File: src/design/wfps_pkg.sv
// shared types, constants and helpers for the wall-follow steering block
`timescale 1ns / 1ps
package wfps_pkg;

  localparam int GAIN_FRAC_BITS = 8;
  localparam int PWM_MAX        = 255;

  localparam int DIST_W  = 8;
  localparam int GAIN_W  = 12;
  localparam int SPEED_W = 8;
  localparam int DT_W    = 16;
  localparam int PWM_W   = 8;
  localparam int CFG_W   = 12;
  localparam int CFG_IDX_W = 3;

  localparam int ERR_W      = 9;   // error is -255..255
  localparam int DIFF_W     = 10;  // err - prev is -510..510
  localparam int ERR_MAG_W  = 8;
  localparam int DIFF_MAG_W = 9;
  localparam int PROD_P_W   = GAIN_W + ERR_MAG_W;   // kp * |err|
  localparam int PROD_D_W   = GAIN_W + DIFF_MAG_W;  // kd * |diff|
  localparam int NUM_W      = PROD_D_W + 10;        // kd * |diff| * 1000
  localparam int TURN_W     = NUM_W + 2;
  localparam int DUTY_W     = TURN_W + 1;

  localparam int MUL_STEPS = DIFF_MAG_W;
  localparam int MUL_CNT_W = $clog2(MUL_STEPS);
  localparam int DIV_STEPS = NUM_W;
  localparam int DIV_CNT_W = $clog2(DIV_STEPS);

  typedef struct packed {
    logic [DIST_W-1:0] left_dist;
    logic              left_ok;
    logic [DIST_W-1:0] front_dist;
    logic              front_ok;
    logic [DIST_W-1:0] right_dist;
    logic              right_ok;
    logic [DT_W-1:0]   elapsed_ms;
  } in_item_t;

  typedef struct packed {
    logic [PWM_W-1:0] left_pwm;
    logic [PWM_W-1:0] right_pwm;
    logic             front_blocked;
  } out_item_t;

  typedef enum logic [1:0] {
    ST_IDLE,
    ST_MUL,
    ST_DIV,
    ST_OUT
  } wfps_state_t;

  typedef enum logic [CFG_IDX_W-1:0] {
    CFG_PROP_GAIN     = 3'd0,
    CFG_DERIV_GAIN    = 3'd1,
    CFG_CRUISE_SPEED  = 3'd2,
    CFG_SLOW_SPEED    = 3'd3,
    CFG_TARGET_SIDE   = 3'd4,
    CFG_FRONT_SLOW    = 3'd5,
    CFG_FRONT_STOP    = 3'd6,
    CFG_NO_WALL       = 3'd7
  } cfg_idx_t;

  // drop the fraction bits, clamp to 0..PWM_MAX
  function automatic logic [PWM_W-1:0] duty_of(input logic signed [DUTY_W-1:0] q);
    logic signed [DUTY_W-GAIN_FRAC_BITS-1:0] v;
    logic [PWM_W-1:0] r;
    v = (DUTY_W-GAIN_FRAC_BITS)'(q >>> GAIN_FRAC_BITS);
    if (q < 0) begin
      r = '0;
    end else if (v > (DUTY_W-GAIN_FRAC_BITS)'(PWM_MAX)) begin
      r = PWM_W'(PWM_MAX);
    end else begin
      r = v[PWM_W-1:0];
    end
    return r;
  endfunction

endpackage

File: src/design/wfps_mult.sv
// bit-serial shift-add multipliers for the proportional and derivative products
`timescale 1ns / 1ps
module wfps_mult import wfps_pkg::*; (
  input  logic                  clk,
  input  logic                  rst,
  input  logic                  start,
  input  logic [GAIN_W-1:0]     prop_gain,
  input  logic [GAIN_W-1:0]     deriv_gain,
  input  logic [ERR_MAG_W-1:0]  err_mag,
  input  logic [DIFF_MAG_W-1:0] diff_mag,
  output logic                  done,
  output logic [PROD_P_W-1:0]   prod_p,
  output logic [PROD_D_W-1:0]   prod_d
);

  logic                  busy;
  logic [MUL_CNT_W-1:0]  cnt;
  logic [PROD_P_W-1:0]   mc_p;
  logic [PROD_D_W-1:0]   mc_d;
  logic [DIFF_MAG_W-1:0] mr_p;
  logic [DIFF_MAG_W-1:0] mr_d;

  always_ff @(posedge clk) begin
    if (rst) begin
      busy <= 1'b0;
      done <= 1'b0;
    end else begin
      done <= 1'b0;
      if (start) begin
        busy   <= 1'b1;
        cnt    <= MUL_CNT_W'(MUL_STEPS - 1);
        mc_p   <= PROD_P_W'(prop_gain);
        mc_d   <= PROD_D_W'(deriv_gain);
        mr_p   <= DIFF_MAG_W'(err_mag);
        mr_d   <= diff_mag;
        prod_p <= '0;
        prod_d <= '0;
      end else if (busy) begin
        // one multiplier bit per cycle, lsb first
        if (mr_p[0]) prod_p <= prod_p + mc_p;
        if (mr_d[0]) prod_d <= prod_d + mc_d;
        mc_p <= mc_p << 1;
        mc_d <= mc_d << 1;
        mr_p <= mr_p >> 1;
        mr_d <= mr_d >> 1;
        cnt  <= cnt - 1'b1;
        if (cnt == '0) begin
          busy <= 1'b0;
          done <= 1'b1;
        end
      end
    end
  end

endmodule

File: src/design/wfps_div.sv
// restoring divider, one quotient bit per cycle
`timescale 1ns / 1ps
module wfps_div import wfps_pkg::*; (
  input  logic             clk,
  input  logic             rst,
  input  logic             start,
  input  logic [NUM_W-1:0] num,
  input  logic [DT_W-1:0]  den,
  output logic             done,
  output logic [NUM_W-1:0] quot
);

  logic                 busy;
  logic [DIV_CNT_W-1:0] cnt;
  logic [DT_W-1:0]      rem;
  logic [DT_W-1:0]      dvs;
  logic [DT_W:0]        trial;
  logic                 fits;

  assign trial = {rem, quot[NUM_W-1]};
  assign fits  = trial >= {1'b0, dvs};

  always_ff @(posedge clk) begin
    if (rst) begin
      busy <= 1'b0;
      done <= 1'b0;
    end else begin
      done <= 1'b0;
      if (start) begin
        busy <= 1'b1;
        cnt  <= DIV_CNT_W'(DIV_STEPS - 1);
        rem  <= '0;
        dvs  <= den;
        quot <= num;
      end else if (busy) begin
        // dividend bits shift out the top as quotient bits shift in
        rem  <= fits ? DT_W'(trial - {1'b0, dvs}) : trial[DT_W-1:0];
        quot <= {quot[NUM_W-2:0], fits};
        cnt  <= cnt - 1'b1;
        if (cnt == '0) begin
          busy <= 1'b0;
          done <= 1'b1;
        end
      end
    end
  end

endmodule

File: src/design/wall_follow_pd_steering.sv
// top level: wall-follow pd steering with serial multiply and divide
//
// usage
//   in_valid/in_ready carry one in_data transaction per sensor update:
//   three distances with ok flags and the elapsed milliseconds.
//   out_valid/out_ready carry one out_data transaction per input: left and
//   right pwm duties and the front-blocked flag.
//   cfg_we/cfg_index/cfg_data write one gain or threshold register per
//   cycle; write only while no transaction is in flight.
//   a driving update runs a shift-add multiply and then a restoring divide
//   by the elapsed time; the result is registered in the output register,
//   in_ready is high again in that same cycle, so a new update is taken
//   only once the last is through. the divider loop is the longest step.
//   a front-stop update skips the arithmetic and goes straight to ST_OUT.
//   if out_ready is low the finished result waits in the output register;
//   one more input is still accepted and computed, then held until the
//   register frees, and in_ready stays low meanwhile.
//   reset (rst, synchronous) restores the register defaults, clears the
//   stored previous error and empties the output register.
`timescale 1ns / 1ps
module wall_follow_pd_steering import wfps_pkg::*; (
  input  logic                 clk,
  input  logic                 rst,
  input  logic                 in_valid,
  output logic                 in_ready,
  input  in_item_t             in_data,
  output logic                 out_valid,
  input  logic                 out_ready,
  output out_item_t            out_data,
  input  logic                 cfg_we,
  input  logic [CFG_IDX_W-1:0] cfg_index,
  input  logic [CFG_W-1:0]     cfg_data
);

  // configuration registers
  logic [GAIN_W-1:0]  prop_gain;
  logic [GAIN_W-1:0]  deriv_gain;
  logic [SPEED_W-1:0] cruise_speed;
  logic [SPEED_W-1:0] slow_speed;
  logic [DIST_W-1:0]  side_target;
  logic [DIST_W-1:0]  slow_dist;
  logic [DIST_W-1:0]  stop_dist;
  logic [DIST_W-1:0]  wall_limit;

  always_ff @(posedge clk) begin
    if (rst) begin
      prop_gain    <= GAIN_W'(205);
      deriv_gain   <= GAIN_W'(26);
      cruise_speed <= SPEED_W'(150);
      slow_speed   <= SPEED_W'(70);
      side_target  <= DIST_W'(50);
      slow_dist    <= DIST_W'(80);
      stop_dist    <= DIST_W'(35);
      wall_limit   <= DIST_W'(100);
    end else if (cfg_we) begin
      case (cfg_idx_t'(cfg_index))
        CFG_PROP_GAIN:    prop_gain    <= cfg_data;
        CFG_DERIV_GAIN:   deriv_gain   <= cfg_data;
        CFG_CRUISE_SPEED: cruise_speed <= cfg_data[SPEED_W-1:0];
        CFG_SLOW_SPEED:   slow_speed   <= cfg_data[SPEED_W-1:0];
        CFG_TARGET_SIDE:  side_target  <= cfg_data[DIST_W-1:0];
        CFG_FRONT_SLOW:   slow_dist    <= cfg_data[DIST_W-1:0];
        CFG_FRONT_STOP:   stop_dist    <= cfg_data[DIST_W-1:0];
        CFG_NO_WALL:      wall_limit   <= cfg_data[DIST_W-1:0];
        default: ;
      endcase
    end
  end

  // wall detection and error selection on the incoming item
  logic                     lw, fw, rw;
  logic                     stop_now;
  logic signed [ERR_W-1:0]  err_now;
  logic signed [DIFF_W-1:0] diff_now;
  logic [ERR_MAG_W-1:0]     err_mag;
  logic [DIFF_MAG_W-1:0]    diff_mag;
  logic signed [ERR_W-1:0]  prev_error;

  assign lw = in_data.left_ok  && (in_data.left_dist  <= wall_limit);
  assign fw = in_data.front_ok && (in_data.front_dist <= wall_limit);
  assign rw = in_data.right_ok && (in_data.right_dist <= wall_limit);
  assign stop_now = fw && (in_data.front_dist < stop_dist);

  always_comb begin
    if (lw && rw) begin
      err_now = $signed({1'b0, in_data.left_dist}) - $signed({1'b0, in_data.right_dist});
    end else if (lw) begin
      err_now = $signed({1'b0, in_data.left_dist}) - $signed({1'b0, side_target});
    end else if (rw) begin
      err_now = $signed({1'b0, side_target}) - $signed({1'b0, in_data.right_dist});
    end else begin
      err_now = '0;
    end
    diff_now = DIFF_W'(err_now) - DIFF_W'(prev_error);
    err_mag  = err_now[ERR_W-1]   ? ERR_MAG_W'(-err_now)   : err_now[ERR_MAG_W-1:0];
    diff_mag = diff_now[DIFF_W-1] ? DIFF_MAG_W'(-diff_now) : diff_now[DIFF_MAG_W-1:0];
  end

  // sequencer
  wfps_state_t state, state_next;
  logic        accept;
  logic        mul_start, mul_done;
  logic        div_start, div_done;
  logic        load_turn, load_out;

  assign accept = in_valid && in_ready;

  always_ff @(posedge clk) begin
    if (rst) begin
      state <= ST_IDLE;
    end else begin
      state <= state_next;
    end
  end

  always_comb begin
    state_next = state;
    in_ready   = 1'b0;
    mul_start  = 1'b0;
    div_start  = 1'b0;
    load_turn  = 1'b0;
    load_out   = 1'b0;
    case (state)
      ST_IDLE: begin
        in_ready = 1'b1;
        if (in_valid) begin
          mul_start  = !stop_now;
          state_next = stop_now ? ST_OUT : ST_MUL;
        end
      end
      ST_MUL: begin
        if (mul_done) begin
          div_start  = 1'b1;
          state_next = ST_DIV;
        end
      end
      ST_DIV: begin
        if (div_done) begin
          load_turn  = 1'b1;
          state_next = ST_OUT;
        end
      end
      ST_OUT: begin
        if (!out_valid || out_ready) begin
          load_out   = 1'b1;
          state_next = ST_IDLE;
        end
      end
      default: state_next = ST_IDLE;
    endcase
  end

  // per-item registers
  logic                     stop_r;
  logic                     err_neg;
  logic                     diff_neg;
  logic [SPEED_W-1:0]       base;
  logic [DT_W-1:0]          dt;
  logic signed [TURN_W-1:0] turn;

  always_ff @(posedge clk) begin
    if (rst) begin
      prev_error <= '0;
    end else if (accept && !stop_now) begin
      prev_error <= err_now;
    end
  end

  always_ff @(posedge clk) begin
    if (accept) begin
      stop_r   <= stop_now;
      err_neg  <= err_now[ERR_W-1];
      diff_neg <= diff_now[DIFF_W-1];
      base     <= (fw && (in_data.front_dist < slow_dist)) ? slow_speed : cruise_speed;
      dt       <= (in_data.elapsed_ms == '0) ? DT_W'(1) : in_data.elapsed_ms;
    end
  end

  // products, then derivative numerator divided by elapsed time
  logic [PROD_P_W-1:0] prod_p;
  logic [PROD_D_W-1:0] prod_d;
  logic [NUM_W-1:0]    num;
  logic [NUM_W-1:0]    quot;

  wfps_mult u_mult (
    .clk        (clk),
    .rst        (rst),
    .start      (mul_start),
    .prop_gain  (prop_gain),
    .deriv_gain (deriv_gain),
    .err_mag    (err_mag),
    .diff_mag   (diff_mag),
    .done       (mul_done),
    .prod_p     (prod_p),
    .prod_d     (prod_d)
  );

  // x * 1000 = x * 1024 - x * 16 - x * 8
  assign num = (NUM_W'(prod_d) << 10) - (NUM_W'(prod_d) << 4) - (NUM_W'(prod_d) << 3);

  wfps_div u_div (
    .clk   (clk),
    .rst   (rst),
    .start (div_start),
    .num   (num),
    .den   (dt),
    .done  (div_done),
    .quot  (quot)
  );

  logic signed [TURN_W-1:0] p_term, d_term;

  always_comb begin
    p_term = $signed(TURN_W'(prod_p));
    d_term = $signed(TURN_W'(quot));
    if (err_neg)  p_term = -p_term;
    if (diff_neg) d_term = -d_term;
  end

  always_ff @(posedge clk) begin
    if (load_turn) begin
      turn <= p_term + d_term;
    end
  end

  // output register
  logic signed [DUTY_W-1:0] base_q, turn_x, left_q, right_q;

  assign base_q  = $signed(DUTY_W'({base, {GAIN_FRAC_BITS{1'b0}}}));
  assign turn_x  = DUTY_W'(turn);
  assign left_q  = base_q + turn_x;
  assign right_q = base_q - turn_x;

  always_ff @(posedge clk) begin
    if (rst) begin
      out_valid <= 1'b0;
    end else if (load_out) begin
      out_valid <= 1'b1;
    end else if (out_ready) begin
      out_valid <= 1'b0;
    end
  end

  always_ff @(posedge clk) begin
    if (load_out) begin
      if (stop_r) begin
        out_data.left_pwm      <= '0;
        out_data.right_pwm     <= '0;
        out_data.front_blocked <= 1'b1;
      end else begin
        out_data.left_pwm      <= duty_of(left_q);
        out_data.right_pwm     <= duty_of(right_q);
        out_data.front_blocked <= 1'b0;
      end
    end
  end

  // checks
  a_mul_done_in_mul: assert property (@(posedge clk) disable iff (rst)
    mul_done |-> state == ST_MUL)
    else $error("multiplier finished outside the multiply phase");

  a_div_done_in_div: assert property (@(posedge clk) disable iff (rst)
    div_done |-> state == ST_DIV)
    else $error("divider finished outside the divide phase");

  a_stop_keeps_prev: assert property (@(posedge clk) disable iff (rst)
    (accept && stop_now) |=> ($stable(prev_error) && state == ST_OUT))
    else $error("front-stop transaction disturbed the previous error");

  a_blocked_zero: assert property (@(posedge clk) disable iff (rst)
    (out_valid && out_data.front_blocked) |->
      (out_data.left_pwm == '0 && out_data.right_pwm == '0))
    else $error("blocked result with non-zero duty");

endmodule

File: config.mk
export PLATFORM = sky130hd
export DESIGN_NAME = wall_follow_pd_steering
export DESIGN_NICKNAME = d
export VERILOG_FILES = /design/src/design/wfps_pkg.sv /design/src/design/wfps_mult.sv /design/src/design/wfps_div.sv /design/src/design/wall_follow_pd_steering.sv
export SDC_FILE = /design/constraint.sdc
export NUM_CORES = 1
export LEC_CHECK = 0
export BUFFER_PORTS_ARGS = -buffer_cell sky130_fd_sc_hd__clkbuf_2
export CORE_MARGIN = 3
export CORE_UTILIZATION = 65
export CTS_BUF_LIST = sky130_fd_sc_hd__clkbuf_2 sky130_fd_sc_hd__clkbuf_4 sky130_fd_sc_hd__clkbuf_8
export CTS_CLUSTER_DIAMETER = 200
export DETAILED_ROUTE_END_ITERATION = 7
export GPL_ROUTABILITY_DRIVEN = 0
export PLACE_DENSITY_LB_ADDON = 0.15
export REMOVE_ABC_BUFFERS = 1
export SETUP_SLACK_MARGIN = 0.15
export SLEW_MARGIN = 20
export SYNTH_ARGS = -nofsm -noshare
export SYNTH_HDL_FRONTEND = slang
export SYNTH_HIERARCHICAL = 1
export SYNTH_SLANG_ARGS = --single-unit
export TNS_END_PERCENT = 20
File: constraint.sdc
create_clock -name clk -period 7.15 [get_ports clk]
set_input_delay 0.3575 -clock clk [delete_from_list [all_inputs] [get_ports clk]]
set_output_delay 0.3575 -clock clk [all_outputs]
set_load 0.02 [all_outputs]
== Yosys cells after proc, flatten, opt, wreduce, memory -nomap -nowiden ==
Cells that the tools add are included.
Storage, ports and cells
  flip-flop bits (word level): 336
  input port bits: 63
  output and inout bits: 19
  logic and storage cells: 175
Operators by class
  add/subtract/negate cells: 18
  $lt $le $gt $ge: 10
  equal/unequal tests: 14
  mux-type cells: 54
  bitwise logic cells: 3
  reduce and logical (&&, ||, !) cells: 39
Operators with widths (number)
  34-bit by 1-bit less-than comparator with 1-bit output (second input constant): 2
  33-bit 2-to-1 mux: 2
  21-bit 2-to-1 mux: 3
  31-bit 2-to-1 mux: 2
  20-bit 2-to-1 mux: 3
  9-bit 2-to-1 mux: 6
  26-bit by 9-bit greater-than comparator with 1-bit output (second input constant): 2
  8-bit 2-to-1 mux: 6
  17-bit by 33-bit adder with 34-bit output: 1
  17-bit by 33-bit subtractor with 34-bit output: 1
  33-bit adder: 1
  20-bit negator with 33-bit output: 1
  31-bit negator with 33-bit output: 1
  16-bit 2-to-1 mux: 2
  31-bit by 24-bit subtractor with 31-bit output: 1
  31-bit by 25-bit subtractor with 31-bit output: 1
  8-bit by 8-bit subtractor with 9-bit output: 3
  8-bit <= comparator: 3
  12-bit 2-to-1 mux: 2
  2-bit AND reduction: 11
  21-bit adder: 1
  20-bit adder: 1
  1-bit 2-to-1 mux: 20
  17-bit by 16-bit >= comparator with 1-bit output: 1
  32 further kinds: 61

== Longest topological paths before layout ==
Gate-level depths: netlist (run 1).
  word-level depth: 9
  gate-level depth with buffers: 22
  gate-level depth less buffers: 21

== Hierarchy ==
Netlist (run 1), hierarchy kept.
Modules (own cells, without submodules)
  wall_follow_pd_steering: instances 1, cells an instance 1667, area each 14197.4 sq um, seq. area each 3993.8 sq um
  wfps_mult: instances 1, cells an instance 501, area each 5977.0 sq um, seq. area each 3133.0 sq um
  wfps_div: instances 1, cells an instance 289, area each 3704.8 sq um, seq. area each 2082.0 sq um

== Least setup slack after synthesis (run 1) ==
No wires, ideal clock.
  path type: register to register
  start point: reg wall_limit[1]
  end point: reg u_mult.cnt[0] (enable)
  setup time: 0.483 ns
  arrival: 5.019 ns
  required time: 6.667 ns
  slack: 1.647 ns
  cell stages (with the launch flop): 14
  buffers on the path: 2
  period minus slack after synthesis: 5.503 ns
  cell sequence: dfxtp_1 > inv_1 > ha_1 > nor2b_1 > o21a_1 > o21ai_0 > a21oi_1 > o22a_1 > a2111oi_2 > nor2_1 > clkbuf_1 > clkbuf_1 > nor2_1 > nor2_1
On the way
  longest elaborated chain between the ends: 8
Ends and longest elaborated chain
  from (decl): RTL line wall_follow_pd_steering.sv:43  | logic [DIST_W-1:0] wall_limit;
  from (signal assigned): RTL line wall_follow_pd_steering.sv:64  | CFG_NO_WALL: wall_limit <= cfg_data[DIST_W-1:0];
  8-bit <= comparator: RTL line wall_follow_pd_steering.sv:80  | assign fw = in_data.front_ok && (in_data.front_dist <= wall_limit);
  1-bit logical AND: RTL line wall_follow_pd_steering.sv:80
  1-bit logical AND: RTL line wall_follow_pd_steering.sv:82  | assign stop_now = fw && (in_data.front_dist < stop_dist);
  net stop_now: RTL line wall_follow_pd_steering.sv:72  | logic stop_now;
  1-bit zero test: RTL line wall_follow_pd_steering.sv:127  | mul_start = !stop_now;
  1-bit 2-to-1 mux: RTL line wall_follow_pd_steering.sv:126  | if (in_valid) begin
  1-bit 2-to-1 mux: RTL line wall_follow_pd_steering.sv:123  | case (state)
  net mul_start: RTL line wall_follow_pd_steering.sv:102  | logic mul_start, mul_done;
  2-bit nonzero test (no line)
  2-bit AND reduction (no line)
  to (signal assigned): RTL line wfps_mult.sv:31  | cnt <= MUL_CNT_W'(MUL_STEPS - 1);
  to (signal assigned): RTL line wfps_mult.sv:46  | cnt <= cnt - 1'b1;
  to (decl): RTL line wfps_mult.sv:17  | logic [MUL_CNT_W-1:0] cnt;
The timed path passes the listed nets, and every way through them passes these cells.
A chain may end at the register's enable or synchronous reset.

== Worst setup path after layout (run 1) ==
  start point: reg wall_limit[6]
  end point: reg u_mult.mr_d[8] (data pin)
On the way
  longest elaborated chain between the ends: 9
  elaborated cells between the ends (all ways): 18
  classes of those cells: 2 x add/sub; 3 x order compare; 7 x mux; 6 x reduce/logical
Ends and longest elaborated chain
  8-bit <= comparator: RTL line wall_follow_pd_steering.sv:81  | assign rw = in_data.right_ok && (in_data.right_dist <= wall_limit);
  1-bit logical AND: RTL line wall_follow_pd_steering.sv:81
  9-bit 2-to-1 mux: RTL line wall_follow_pd_steering.sv:89  | end else if (rw) begin
  9-bit 2-to-1 mux: RTL line wall_follow_pd_steering.sv:87  | end else if (lw) begin
  9-bit 2-to-1 mux (*): RTL line wall_follow_pd_steering.sv:85  | if (lw && rw) begin
  9-bit by 9-bit subtractor with 10-bit output (*): RTL line wall_follow_pd_steering.sv:94  | diff_now = DIFF_W'(err_now) - DIFF_W'(prev_error);
  9-bit negator: RTL line wall_follow_pd_steering.sv:96  | diff_mag = diff_now[DIFF_W-1] ? DIFF_MAG_W'(-diff_now) : diff_now[DIFF_MAG_W-1:0];
  9-bit 2-to-1 mux (*): RTL line wall_follow_pd_steering.sv:96
  net diff_mag[8]: RTL line wall_follow_pd_steering.sv:76  | logic [DIFF_MAG_W-1:0] diff_mag;
  9-bit 2-to-1 mux (*): RTL line wfps_mult.sv:29  | if (start) begin
  to (signal assigned): RTL line wfps_mult.sv:35  | mr_d <= diff_mag;
  to (signal assigned): RTL line wfps_mult.sv:45  | mr_d <= mr_d >> 1;
  to (decl): RTL line wfps_mult.sv:21  | logic [DIFF_MAG_W-1:0] mr_d;
Mark *: on every way through the listed nets, which the timed path passes. The rest lies on a longest branch.

==> parameters.txt, run 1 <==
Parameter                              Value

Status
  Result of the run ... finished, final reports clean

Critical path
  Type of origin of the critical path ... flip-flop
  Crit path capture type ... flip-flop
  R2R Path Start ... wall_limit[6]
  Required time of the worst setup path ... 7.57 ns
  Worst-case register-to-register setup slack ... 1.42 ns
  Reg-to-reg endpoint ... u_mult/mr_d[8]
  CP Class ... reg -> reg
  Data arrival time of the critical path ... 6.15 ns
  Cell count of the worst reg-to-reg path ... 21
  Crit path max fanout ... 12

STA
  Slew @ Worst Pin ... 1.06 ns
  Final setup viols ... 0
  Slew margin rel. ... 29.1%
  Tmin final ... 5.73 ns
  Total count of hold-check failures in the final report ... 0
  Clk_skew ... 0.0598 ns
  Final count of pins violating max slew ... 0
  Final worst-path cycle share ... 80.1%
  Final Worst Setup Slack ... 1.42 ns
  Unrepaired setup endpoints after global routing ... false
  Highest Clock Rate ... 0.175 GHz
  Final-layout setup total negative slack ... 0 ns

Logic synthesis
  Share of the yosys chip area belonging to registers ... 38.6%
  Gate Count Post-Synth ... 2457
  Fraction of the mapped netlist area in simple logic gates ... 15.2%
  Biggest area consumer among synthesized cells ... sky130_fd_sc_hd__edfxtp_1
  Most common cell in the netlist ... sky130_fd_sc_hd__edfxtp_1
  Average cell area after synthesis ... 9.72 µm²
  Share of async-settable or async-resettable flops after synthesis ... 0%
  #FFs+latches synth ... 336
  Post-synth EDFFs ... 248
  Xor/xnor cell area share of the yosys netlist ... 6.82%
  Cell types with the largest area share after synthesis ... sky130_fd_sc_hd__edfxtp_1 (31%), sky130_fd_sc_hd__ha_1 (11%), sky130_fd_sc_hd__dfxtp_1 (7.4%)
  Top FF cell, synth ... sky130_fd_sc_hd__edfxtp_1
  Fraction of the mapped netlist area in adder cells ... 13.4%
  Netlist area before placement ... 23900 µm²
  Multiplexer fraction of the synthesized cell area ... 5.51%
  Most common library cells after synthesis ... sky130_fd_sc_hd__edfxtp_1 (248), sky130_fd_sc_hd__ha_1 (218), sky130_fd_sc_hd__nand2_1 (213)
  Main combinational cell family by area after synthesis ... compound AO/OA/AOI/OAI gates
  Count of cell types in the netlist ... 107
  Proportion of netlist area held by the largest area contributor ... 31.2%
  Total number of yosys warnings ... 6
  Synth Area in Compound Gates ... 16.6%

Global route
  Global Route Usage Sum ... 28.1%
  Overflow after GRT ... 0
  Antenna violations before repair ... 1
  Number of global-route vias before repair ... 18500
  Pin count of the biggest net entering global routing ... 97
  Global-route wire length before repair ... 90.6 mm

Clock network
  Setup bufs post-CTS ... 0
  Number of CTS-inserted buffers ... 56
  H-Tree Level Count ... 2
  Clock root buffer ... sky130_fd_sc_hd__clkbuf_8
  Clock Sinks ... 336
  Clock slew seen by the registers of the worst setup and hold paths ... 0.06 ns
  Clock tree from TritonCTS ... yes
  Maximum clock insertion buffer count ... 3
  Worst-Skew Late Latency ... 0.66 ns

Floorplan
  Initial core utilization ... 66.5%
  Cell row count ... 69
  I/O pin count ... 82
  Placeable core area ... 35900 µm²
  Die X-Extent ... 198 µm
  Die span in y ... 198 µm
  Area of the die ... 39100 µm²

Placement
  Final HPWL from detailed placement ... 40.4 mm
  Worst setup slack after placement ... 1.56 ns
  Port-buffer cells ... 81

Drt
  Via/cell ratio ... 6.11
  Drt pass-1 iters ... 6
  Number of DRC markers in iteration 0 ... 1249
  Residual antenna-violating net count after detailed routing ... 0
  Average routed wire per standard cell ... 18.0 µm
  Overall via count from detail_route ... 18700
  Total Routed Length ... 55.1 mm
  DRC violation count after routing ... 0

Final layout
  Post-layout nets ... 2849
  Synthesis-to-finish area growth ... 9.48%
  Fraction of layout instances using a drive strength above 1 ... 13.0%
  Post-route core utilization ... 72.8%

Power
  Power density over the cells ... 361 nW/µm²
  Maximum VDD drop ... 279 µV
  LEAKAGE ... 0.0104 µW
  Final Total Pwr ... 9420 µW

Hold path
  End point of the most critical hold path ... out_valid
  Worst hold path cell count ... 4
  Path type of the worst min-delay path ... in -> reg
  Hold path start ... out_ready

Job
  Max-cap violations ... 0
==> repair_timing <==
action	4_1_cts	5_1_grt
resized for setup	0	0
hold buffers	20	0
endpoints found under the hold margin	24	0
==> registers in the layout (all words and copies together) (netlist names), 12 cells and up <==
name and cells:
u_mult/mc_d 21, out_data 17, u_div/rem 16, u_div/quot 31, u_mult/mc_p 20, u_mult/prod_p 20, deriv_gain 12, dt 16
turn 33, u_mult/prod_d 21, prop_gain 12, u_div/dvs 16
==> kinds of logic after synthesis <==
group                    Yosys count
AND/OR/NAND/NOR                  740
other                              1
adder cells (fa/ha/maj)          241
buffers and inverters            245
flip-flops                       336
XOR/XNOR                         186
multiplexers                     121
AO/OA/AOI/OAI                    587
==> layout by cell type (no fill, tap or decap), types with 17 or more instances in the layout <==
master / instances
sky130_fd_sc_hd__edfxtp_1: 248
sky130_fd_sc_hd__ha_1: 218
sky130_fd_sc_hd__nand2_1: 213
sky130_fd_sc_hd__nor2_1: 204
sky130_fd_sc_hd__a21oi_1: 173
sky130_fd_sc_hd__inv_1: 154
sky130_fd_sc_hd__xnor2_1: 128
sky130_fd_sc_hd__o21ai_0: 112
sky130_fd_sc_hd__dfxtp_1: 88
sky130_fd_sc_hd__mux2_2: 83
sky130_fd_sc_hd__clkbuf_2: 80
sky130_fd_sc_hd__clkbuf_8: 68
sky130_fd_sc_hd__xor2_1: 58
sky130_fd_sc_hd__nor2b_1: 57
sky130_fd_sc_hd__a21o_1: 52
sky130_fd_sc_hd__nor3_1: 39
sky130_fd_sc_hd__mux2i_1: 37
sky130_fd_sc_hd__nand3_1: 35
sky130_fd_sc_hd__nand2b_1: 32
sky130_fd_sc_hd__o31ai_1: 28
sky130_fd_sc_hd__a211oi_1: 27
sky130_fd_sc_hd__o21a_1: 26
sky130_fd_sc_hd__fa_1: 23
sky130_fd_sc_hd__nand3b_1: 22
sky130_fd_sc_hd__dlygate4sd3_1: 20
sky130_fd_sc_hd__nand4_1: 18
sky130_fd_sc_hd__nor4_1: 17
==> where the power goes <==
part | internal [µW] | switching [µW]
clock | 1110 | 823
combinational | 2010 | 2690
sequential | 2560 | 227
total | 5680 | 3740
==> final cells by class <==
type	count	area, µm²
clock buffers	80	1030
well taps	461	577
flip-flops and latches	336	9210
diodes	1	2.50
clock inverters	26	274
fillers	2670	9770
multi-input cells	1878	13700
repair buffers	117	726
inverters	156	586
==> worst max path at each step <==
stage                        from        endpoint  slack (ns)
finish              wall_limit[6]  u_mult/mr_d[8]        1.42
global route        wall_limit[6]  u_mult/mr_d[8]        0.99
CTS                 wall_limit[6]  u_mult/mr_d[8]        1.54
detailed placement    in_data[42]  u_mult/mr_d[8]        1.56
global placement      in_data[42]  u_mult/mr_d[8]        1.85
floorplan           wall_limit[1]   u_mult/cnt[0]       -1.83
==> layer usage <==
| metal | vias to the layer above | global-route usage, % | share of wire, % | wire length (µm) |
|---|---|---|---|---|
| li1 | 9088 | - | - | - |
| met2 | 570 | 46.8 | 47 | 26000 |
| met4 | 0 | 9.83 | 3.2 | 1740 |
| met3 | 136 | 4.93 | 5.8 | 3170 |
| met5 | - | 0 | 0 | 0 |
| met1 | 8880 | 37.4 | 44 | 24200 |
==> metrics by stage <==
| step | cells | hold slack (ns) | area [µm²] |
|---|---|---|---|
| 6_report | 3055 | 0.0610 | 26100 |
| 5_1_grt | 3054 | 0.0606 | 26100 |
| 4_1_cts | 3054 | 0.0332 | 26100 |
| 3_5_place_dp | 2928 | 0.405 | 24600 |
| 3_3_place_gp | 2928 | 0.406 | 24600 |
| 2_1_floorplan | 2370 | 0.400 | 23500 |
==> critical path, stage by stage (launching register included) <==
cell,delay [ns]
sky130_fd_sc_hd__dfxtp_1,0.35
sky130_fd_sc_hd__inv_1,0.12
sky130_fd_sc_hd__ha_1,0.31
sky130_fd_sc_hd__o21ai_0,0.07
sky130_fd_sc_hd__o21ai_0,0.20
sky130_fd_sc_hd__o21ai_0,0.13
sky130_fd_sc_hd__a21oi_1,0.73
sky130_fd_sc_hd__nand2_1,0.30
sky130_fd_sc_hd__o22ai_1,0.33
sky130_fd_sc_hd__inv_1,0.14
sky130_fd_sc_hd__ha_1,0.23
sky130_fd_sc_hd__fa_1,0.40
sky130_fd_sc_hd__nor2b_1,0.13
sky130_fd_sc_hd__o21ai_0,0.10
sky130_fd_sc_hd__a21boi_0,0.36
sky130_fd_sc_hd__nor2_1,0.17
sky130_fd_sc_hd__a2111o_1,0.40
sky130_fd_sc_hd__or4_1,0.48
sky130_fd_sc_hd__nand3_1,0.14
sky130_fd_sc_hd__xor2_1,0.16
sky130_fd_sc_hd__o22ai_1,0.09
sky130_fd_sc_hd__and2_1,0.15
Power figures use the tool's default switching activity.
==> inputs of run 2 (changes only) <==
--- a/config.mk
+++ b/config.mk
@@ -5,6 +5,7 @@
 export SDC_FILE = /design/constraint.sdc
 export NUM_CORES = 1
 export LEC_CHECK = 0
+export ABC_AREA = 1
 export BUFFER_PORTS_ARGS = -buffer_cell sky130_fd_sc_hd__clkbuf_2
 export CORE_MARGIN = 3
 export CORE_UTILIZATION = 65
==> constraint.sdc (replaced) <==
create_clock -name clk -period 5.6 [get_ports clk]
set_input_delay 0.28 -clock clk [delete_from_list [all_inputs] [get_ports clk]]
set_output_delay 0.28 -clock clk [all_outputs]
set_load 0.02 [all_outputs]
==> run 2 against run 1 <==
  * Maximum frequency increased by 37%
  * Synthesized area grew 11%
  * Via count is 30% higher
  * Core utilization shrank 0.51 points
  * Sequential power rose by 26%
  * Sequential share of layout area is 3.4 points lower
  * Sequential cell count stayed put
  * First-iteration DRC count increased by 78%
  * Largest cell class unchanged
  * Clock power up 26%
  * Power rose by 27%
  * Largest power group unchanged
  * Global-route usage grew 2.3 points
==> parameters.txt, run 2 <==
Parameter                              Value

Power
  Clock power share ... 20.5%
  P_sw ... 5130 µW
  Share of power burned in registers ... 29.4%
  Gate power share ... 50.1%
  Internal portion of total power ... 6820 µW
  Maximum VDD drop ... 320 µV
  Switching share of total power ... 42.9%
  LEAKAGE ... 0.0142 µW
  Final Total Pwr ... 12000 µW
  Power density over the cells ... 413 nW/µm²

Final layout
  Register area ... 9210 µm²
  Post-layout nets ... 4045
  Top library cells by usage in the layout, fill and taps aside ... sky130_fd_sc_hd__nand2_1 (1008), sky130_fd_sc_hd__inv_1 (530), sky130_fd_sc_hd__nor2_1 (357)
  Flip-flop count of the largest register after layout ... 33
  Fill count ... 3237
  Synthesis-to-finish area growth ... 8.91%
  Final instance area ... 28900 µm²
  Fraction of layout instances using a drive strength above 1 ... 9.06%
  Total area of multi-input combinational cells ... 14900 µm²
  Most frequent standard cell in the layout excluding fill and tap cells ... sky130_fd_sc_hd__nand2_1
  Top Registers ... turn: 33 flops, u_div/quot: 31 flops
  Most flop-heavy register ... turn

STA
  Final-layout setup total negative slack ... 0 ns
  Total count of hold-check failures in the final report ... 0
  Slew margin rel. ... 34.6%
  Unrepaired setup endpoints after global routing ... false
  Tmin final ... 4.18 ns
  Final count of pins violating max slew ... 0
  Clk_skew ... 0.0297 ns
  Slew @ Worst Pin ... 0.979 ns
  Final setup viols ... 0
  Final worst-path cycle share ... 74.6%
  Highest Clock Rate ... 0.239 GHz

Clock network
  Number of CTS-inserted buffers ... 55
  Clock slew seen by the registers of the worst setup and hold paths ... 0.06 ns
  Clock Sinks ... 336
  Clock tree from TritonCTS ... yes
  H-Tree Level Count ... 2
  Worst-Skew Late Latency ... 0.62 ns
  Clock root buffer ... sky130_fd_sc_hd__clkbuf_8
  Maximum clock insertion buffer count ... 3

Drt
  DRC violation count after routing ... 0
  Residual antenna-violating net count after detailed routing ... 0
  Number of DRC markers in iteration 0 ... 2225
  Via/cell ratio ... 5.64
  Total Routed Length ... 67.1 mm
  Drt pass-1 iters ... 7
  Overall via count from detail_route ... 24300
  Average routed wire per standard cell ... 15.6 µm

Hold path
  Worst hold path cell count ... 3
  Path type of the worst min-delay path ... in -> reg
  End point of the most critical hold path ... side_target[1]
  Hold path start ... cfg_data[1]

Critical path
  Cell count of the worst reg-to-reg path ... 23
  Worst-case register-to-register setup slack ... 1.42 ns
  Crit path max fanout ... 17
  Crit path cell chain ... inv_1, ha_1, a21oi_1, o21ai_1, nand2_1, nand2_1, nand2_1, nand2_2, o21ai_0, nand3_1, ha_1, fa_1, nand3b_1, nand2_1, a21oi_1, o21ai_0, a21oi_1, o21bai_1, xor2_1, xnor2_1, inv_1, nand2_1, inv_1
  Slowest cell on the critical path ... sky130_fd_sc_hd__fa_1
  Type of origin of the critical path ... flip-flop
  R2R Path Start ... wall_limit[3]
  Cell repeated most along the worst path ... sky130_fd_sc_hd__nand2_1
  Data arrival time of the critical path ... 4.55 ns
  Required time of the worst setup path ... 5.97 ns
  Crit path capture type ... flip-flop
  Reg-to-reg endpoint ... u_mult/mr_d[8]
  Worst stage delay on the critical path ... 0.41 ns
  CP Class ... reg -> reg

Logic synthesis
  Top FF cell, synth ... sky130_fd_sc_hd__edfxtp_1
  Post-synth EDFFs ... 248
  Count of cell types in the netlist ... 58
  Most common cell in the netlist ... sky130_fd_sc_hd__nand2_1
  Average cell area after synthesis ... 7.30 µm²
  Biggest area consumer among synthesized cells ... sky130_fd_sc_hd__edfxtp_1
  Gate Count Post-Synth ... 3638
  Most common library cells after synthesis ... sky130_fd_sc_hd__nand2_1 (1008), sky130_fd_sc_hd__inv_1 (532), sky130_fd_sc_hd__nor2_1 (358)
  Share of async-settable or async-resettable flops after synthesis ... 0%
  Proportion of netlist area held by the largest area contributor ... 28.0%
  Share of the yosys chip area belonging to registers ... 34.7%
  #FFs+latches synth ... 336
  Netlist area before placement ... 26600 µm²
  Total number of yosys warnings ... 6
  Cell types with the largest area share after synthesis ... sky130_fd_sc_hd__edfxtp_1 (28%), sky130_fd_sc_hd__nand2_1 (14%), sky130_fd_sc_hd__ha_1 (10%)

Global route
  Pin count of the biggest net entering global routing ... 88
  Antenna violations before repair ... 1
  Overflow after GRT ... 0
  Global-route wire length before repair ... 111 mm
  Number of global-route vias before repair ... 23600
  Global Route Usage Sum ... 30.5%

Floorplan
  Die X-Extent ... 208 µm
  Placeable core area ... 40000 µm²
  I/O pin count ... 82
  Initial core utilization ... 66.4%
  Die span in y ... 208 µm
  Cell row count ... 73
  Area of the die ... 43300 µm²

Placement
  Instance area at placement ... 27400 µm²
  Port-buffer cells ... 81
  Final HPWL from detailed placement ... 51.1 mm

Status
  Result of the run ... finished, final reports clean

Job
  Max-cap violations ... 0
==> run 2: changes by cell type after synthesis, moves of 37 or more <==
cell / previous run / this run
sky130_fd_sc_hd__nor2_1: 207 / 358
sky130_fd_sc_hd__a21o_1: 52 / 5
sky130_fd_sc_hd__nor2b_1: 57 / 0
sky130_fd_sc_hd__mux2_2: 83 / 0
sky130_fd_sc_hd__a21oi_1: 173 / 242
sky130_fd_sc_hd__xor2_1: 58 / 112
sky130_fd_sc_hd__nand2_1: 213 / 1008
sky130_fd_sc_hd__nand3_1: 35 / 185
sky130_fd_sc_hd__inv_1: 154 / 532
sky130_fd_sc_hd__mux2i_1: 37 / 0
sky130_fd_sc_hd__xnor2_1: 128 / 46
==> run 2: worst max path at each step <==
stage	start	endpoint	cells past startpoint
floorplan	wall_limit[3]	u_mult/prod_d[0]	12
global placement	in_data[18]	u_mult/mr_d[8]	23
detailed placement	wall_limit[3]	u_mult/mr_d[8]	23
CTS	wall_limit[7]	u_mult/mr_d[8]	22
global route	wall_limit[7]	u_mult/mr_d[8]	23
finish	wall_limit[3]	u_mult/mr_d[8]	23
==> run 2: cell families after synthesis <==
family	count (synthesis)	share of synthesized area, %
other cells	1	0.0141
compound gates	490	10.2
buf+inv	636	9.20
xor+xnor	158	5.21
simple gates	1776	28.7
flops	336	34.7
fa+ha+maj	241	12.0
==> run 2: power groups by stage <==
| stage | Sequential [µW] | Combinational, µW | Clock [µW] |
|---|---|---|---|
| 2_1_floorplan | 3490 | 4520 | 0 |
| 3_3_place_gp | 3550 | 5640 | 0 |
| 3_5_place_dp | 3560 | 5840 | 0 |
| 4_1_cts | 3510 | 5890 | 2490 |
| 5_1_grt | 3550 | 6730 | 2600 |
| 6_report | 3520 | 5990 | 2450 |
==> run 2: through the flow <==
step / util [%] / setup WS, ns / instances / hold slack (ns)
2_1_floorplan: - / -4.60 / 3567 / 0.349
3_3_place_gp: 68.6 / 1.65 / 4188 / 0.403
3_5_place_dp: 68.6 / 1.50 / 4188 / 0.405
4_1_cts: 72.3 / 1.48 / 4312 / 0.0539
5_1_grt: 72.3 / 0.957 / 4313 / 0.100
6_report: 72.3 / 1.42 / 4313 / 0.102
==> run 2: area by class of cell <==
class	count	area share, %
Clock inverter	24	0.926
Sequential cell	336	31.8
Timing Repair Buffer	117	2.52
Clock buffer	79	3.46
Tap cell	525	2.27
Inverter	563	7.32
Antenna cell	1	0.00865
Multi-Input combinational cell	2668	51.7
==> run 2: critical path: cells and delay by family (launching register included) <==
family	cells	cell delay [ns]
AO/OA/AOI/OAI	7	1.07
XOR/XNOR	2	0.32
adder cells (fa/ha/maj)	3	0.98
buffers and inverters	3	0.25
flip-flops	1	0.30
AND/OR/NAND/NOR	8	1.01
==> run 2: repair_timing <==
action                    CTS  global route
hold endpoints to repair   25             0
gates resized for setup     0             0
hold buffers               21             0
setup buffers               0             0
==> run 2: metal layers <==
metal,track usage (%),share of wire (%),up-vias
met4,13.7,4.4,0
met5,0,0,-
li1,-,-,12000
met1,38.2,41,11100
met2,52.9,48,955
met3,3.63,5.9,219
==> inputs of run 3 (changes only) <==
--- a/config.mk
+++ b/config.mk
@@ -5,7 +5,7 @@
 export SDC_FILE = /design/constraint.sdc
 export NUM_CORES = 1
 export LEC_CHECK = 0
-export ABC_AREA = 1
+export ABC_AREA = 0
 export BUFFER_PORTS_ARGS = -buffer_cell sky130_fd_sc_hd__clkbuf_2
 export CORE_MARGIN = 3
 export CORE_UTILIZATION = 65
==> constraint.sdc (replaced) <==
create_clock -name clk -period 3.97 [get_ports clk]
set_input_delay 0.1985 -clock clk [delete_from_list [all_inputs] [get_ports clk]]
set_output_delay 0.1985 -clock clk [all_outputs]
set_load 0.02 [all_outputs]
==> run 3 against run 2 <==
  * The flow now finishes with violations (negative setup slack)
  * Sequential power grew 40%
  * Critical path depth shrank 3
  * Wire length shrank 8.8%
  * Largest cell class unchanged
  * Global-route usage shrank 1.0 points
  * Largest power group unchanged
  * Clock skew grew 0.0022 ns
  * Critical path type unchanged
  * Combinational power grew 67%
  * Register-to-register slack lost 1.9 ns
  * Cell area shrank 1.3%
  * Worst setup slack lost 1.9 ns
  * Sequential cell count is the same
  * Core utilization grew 7.2 points
==> parameters.txt, run 3 (synthesis gave the netlist of run 1 again) <==
Parameter                              Value

Placement
  Port-buffer cells ... 81
  Worst setup slack after placement ... -0.926 ns
  Final HPWL from detailed placement ... 43.2 mm

STA
  Final count of pins violating max slew ... 0
  Total count of hold-check failures in the final report ... 0
  Slew margin rel. ... 37.2%
  Slew @ Worst Pin ... 0.938 ns
  Clk_skew ... 0.0319 ns
  Final Worst Setup Slack ... -0.509 ns
  Unrepaired setup endpoints after global routing ... true
  Final worst-path cycle share ... 113%
  Final setup viols ... 14
  Minimum hold slack ... 0.0545 ns
  Highest Clock Rate ... 0.223 GHz
  Tmin final ... 4.48 ns

Drt
  Residual antenna-violating net count after detailed routing ... 0
  Drt pass-1 iters ... 8
  Average routed wire per standard cell ... 18.7 µm
  Number of DRC markers in iteration 0 ... 1557
  Overall via count from detail_route ... 20000
  Total Routed Length ... 61.2 mm
  Via/cell ratio ... 6.14
  DRC violation count after routing ... 0

Status
  Failing checks ... negative setup slack
  Result of the run ... complete, but fails checks

Clock network
  Clock root buffer ... sky130_fd_sc_hd__clkbuf_8
  Clock tree from TritonCTS ... yes
  Clock Sinks ... 336
  Number of CTS-inserted buffers ... 58
  Clock slew seen by the registers of the worst setup and hold paths ... 0.06 ns
  Worst-Skew Late Latency ... 0.63 ns
  Maximum clock insertion buffer count ... 3
  H-Tree Level Count ... 2

Global route
  Antenna violations before repair ... 1
  Overflow after GRT ... 0
  Global Route Usage Sum ... 29.5%
  Number of global-route vias before repair ... 19500
  Global-route wire length before repair ... 94.5 mm
  Pin count of the biggest net entering global routing ... 52

Final layout
  Fraction of layout instances using a drive strength above 1 ... 23.7%
  Synthesis-to-finish area growth ... 19.5%
  Top library cells by usage in the layout, fill and taps aside ... sky130_fd_sc_hd__edfxtp_1 (248), sky130_fd_sc_hd__nand2_1 (206), sky130_fd_sc_hd__buf_4 (204)
  Flip-flop count of the largest register after layout ... 33
  Most flop-heavy register ... turn
  Post-layout nets ... 3058
  Diodes inserted ... 0
  Top Registers ... turn: 33 flops, u_div/quot: 31 flops
  Fill count ... 2237
  Most frequent standard cell in the layout excluding fill and tap cells ... sky130_fd_sc_hd__edfxtp_1

Hold path
  Hold path start ... rst
  End point of the most critical hold path ... side_target[2]
  Path type of the worst min-delay path ... in -> reg
  Worst hold path cell count ... 2

Floorplan
  Die span in y ... 198 µm
  Area of the die ... 39100 µm²
  Cell row count ... 69
  Die X-Extent ... 198 µm
  Placeable core area ... 35900 µm²
  Initial core utilization ... 66.5%
  I/O pin count ... 82

Job
  Max-cap violations ... 0

Power
  Power density over the cells ... 646 nW/µm²
  Maximum VDD drop ... 539 µV
  LEAKAGE ... 0.0117 µW

Critical path
  Type of origin of the critical path ... flip-flop
  Worst-case register-to-register setup slack ... -0.51 ns
  R2R Path Start ... wall_limit[1]
  Data arrival time of the critical path ... 4.87 ns
  Crit path max fanout ... 3
  Required time of the worst setup path ... 4.36 ns
  Crit path capture type ... flip-flop
  Reg-to-reg endpoint ... u_mult/mr_d[8]
  Cell count of the worst reg-to-reg path ... 20
  CP Class ... reg -> reg
run 3: changes by cell type in the layout (fill, tap and decap cells not counted), moves of 47 or more:
cell / previous run / this run
sky130_fd_sc_hd__xnor2_1: 46 / 122
sky130_fd_sc_hd__mux2_2: 0 / 78
sky130_fd_sc_hd__nand3_1: 185 / 33
sky130_fd_sc_hd__xor2_1: 112 / 56
sky130_fd_sc_hd__a21oi_1: 240 / 160
sky130_fd_sc_hd__inv_1: 530 / 145
sky130_fd_sc_hd__nor2b_1: 0 / 53
sky130_fd_sc_hd__nor2_1: 357 / 199
sky130_fd_sc_hd__a21o_1: 5 / 52
sky130_fd_sc_hd__buf_4: 15 / 204
sky130_fd_sc_hd__nand2_1: 1008 / 206
run 3: final cells by class:
cell class | instances | area, µm² | area share (%)
clock buffer | 87 | 1080 | 3.78
clock inverter | 23 | 213 | 0.745
inverter | 156 | 586 | 2.05
multi-input combinational | 1879 | 14500 | 50.9
sequential | 336 | 9220 | 32.3
tap | 461 | 577 | 2.02
timing repair buffer | 323 | 2360 | 8.26
run 3: worst max path at each step:
stage	startpoint	end	slack, ns	depth (start not counted)
detailed placement	wall_limit[1]	u_mult/mr_d[8]	-0.93	21
finish	wall_limit[1]	u_mult/mr_d[8]	-0.51	20
floorplan	wall_limit[1]	u_mult/cnt[0]	-5.01	11
CTS	wall_limit[1]	u_mult/mr_d[8]	-0.40	23
global placement	wall_limit[5]	u_mult/mr_d[8]	-0.71	20
global route	wall_limit[1]	u_mult/mr_d[8]	-0.67	23
run 3: timing repair:
item / CTS / global route
endpoints found under the hold margin: 39 / 0
setup buffers: 9 / 12
hold buffers: 27 / 0
setup endpoints to repair: 20 / 43
gates cloned: 0 / 1
gates resized for setup: 64 / 119
pin swaps: 22 / 71
run 3: metrics by stage:
step	cell area, µm²	utilization [%]	power [µW]	instances	setup TNS (ns)
after floorplan	23500	-	11600	2370	-720.73
after global placement	26000	72.4	13700	3106	-3.42
after detailed placement	26000	72.4	14000	3106	-4.82
after CTS	27900	77.6	17700	3252	-1.44
after global routing	28500	79.5	19700	3265	-5.29
final	28500	79.5	18400	3265	-2.71
run 3: per-layer routing:
layer  GRT usage (%)  share of wire [%]  vias to the layer above
met3            4.90                6.1                      202
met5               0                  0                        -
met4            11.9                4.2                        0
met2            50.0                 48                      771
li1                -                  -                     9535
met1            37.8                 41                     9526
run 3: power breakdown:
group          switching [µW]  internal (µW)
logic                    5500           4520
registers                 335           4610
clock network            1470           2000
total                    7310          11100
run 3: worst max-delay path, stage by stage (launching register included):
cell and delay, ns:
sky130_fd_sc_hd__dfxtp_2 0.34, sky130_fd_sc_hd__inv_2 0.05, sky130_fd_sc_hd__ha_4 0.21, sky130_fd_sc_hd__nor2b_4 0.12
sky130_fd_sc_hd__o211ai_1 0.23, sky130_fd_sc_hd__a21boi_2 0.11, sky130_fd_sc_hd__o21ai_2 0.25, sky130_fd_sc_hd__mux2_4 0.36
sky130_fd_sc_hd__o22ai_4 0.12, sky130_fd_sc_hd__inv_2 0.07, sky130_fd_sc_hd__ha_4 0.16, sky130_fd_sc_hd__fa_2 0.35
sky130_fd_sc_hd__buf_4 0.16, sky130_fd_sc_hd__xor2_2 0.18, sky130_fd_sc_hd__nand2_1 0.13, sky130_fd_sc_hd__a2111o_1 0.41
sky130_fd_sc_hd__or4_1 0.42, sky130_fd_sc_hd__nand3_2 0.13, sky130_fd_sc_hd__xor2_2 0.17, sky130_fd_sc_hd__o22ai_1 0.12
sky130_fd_sc_hd__and2_1 0.16
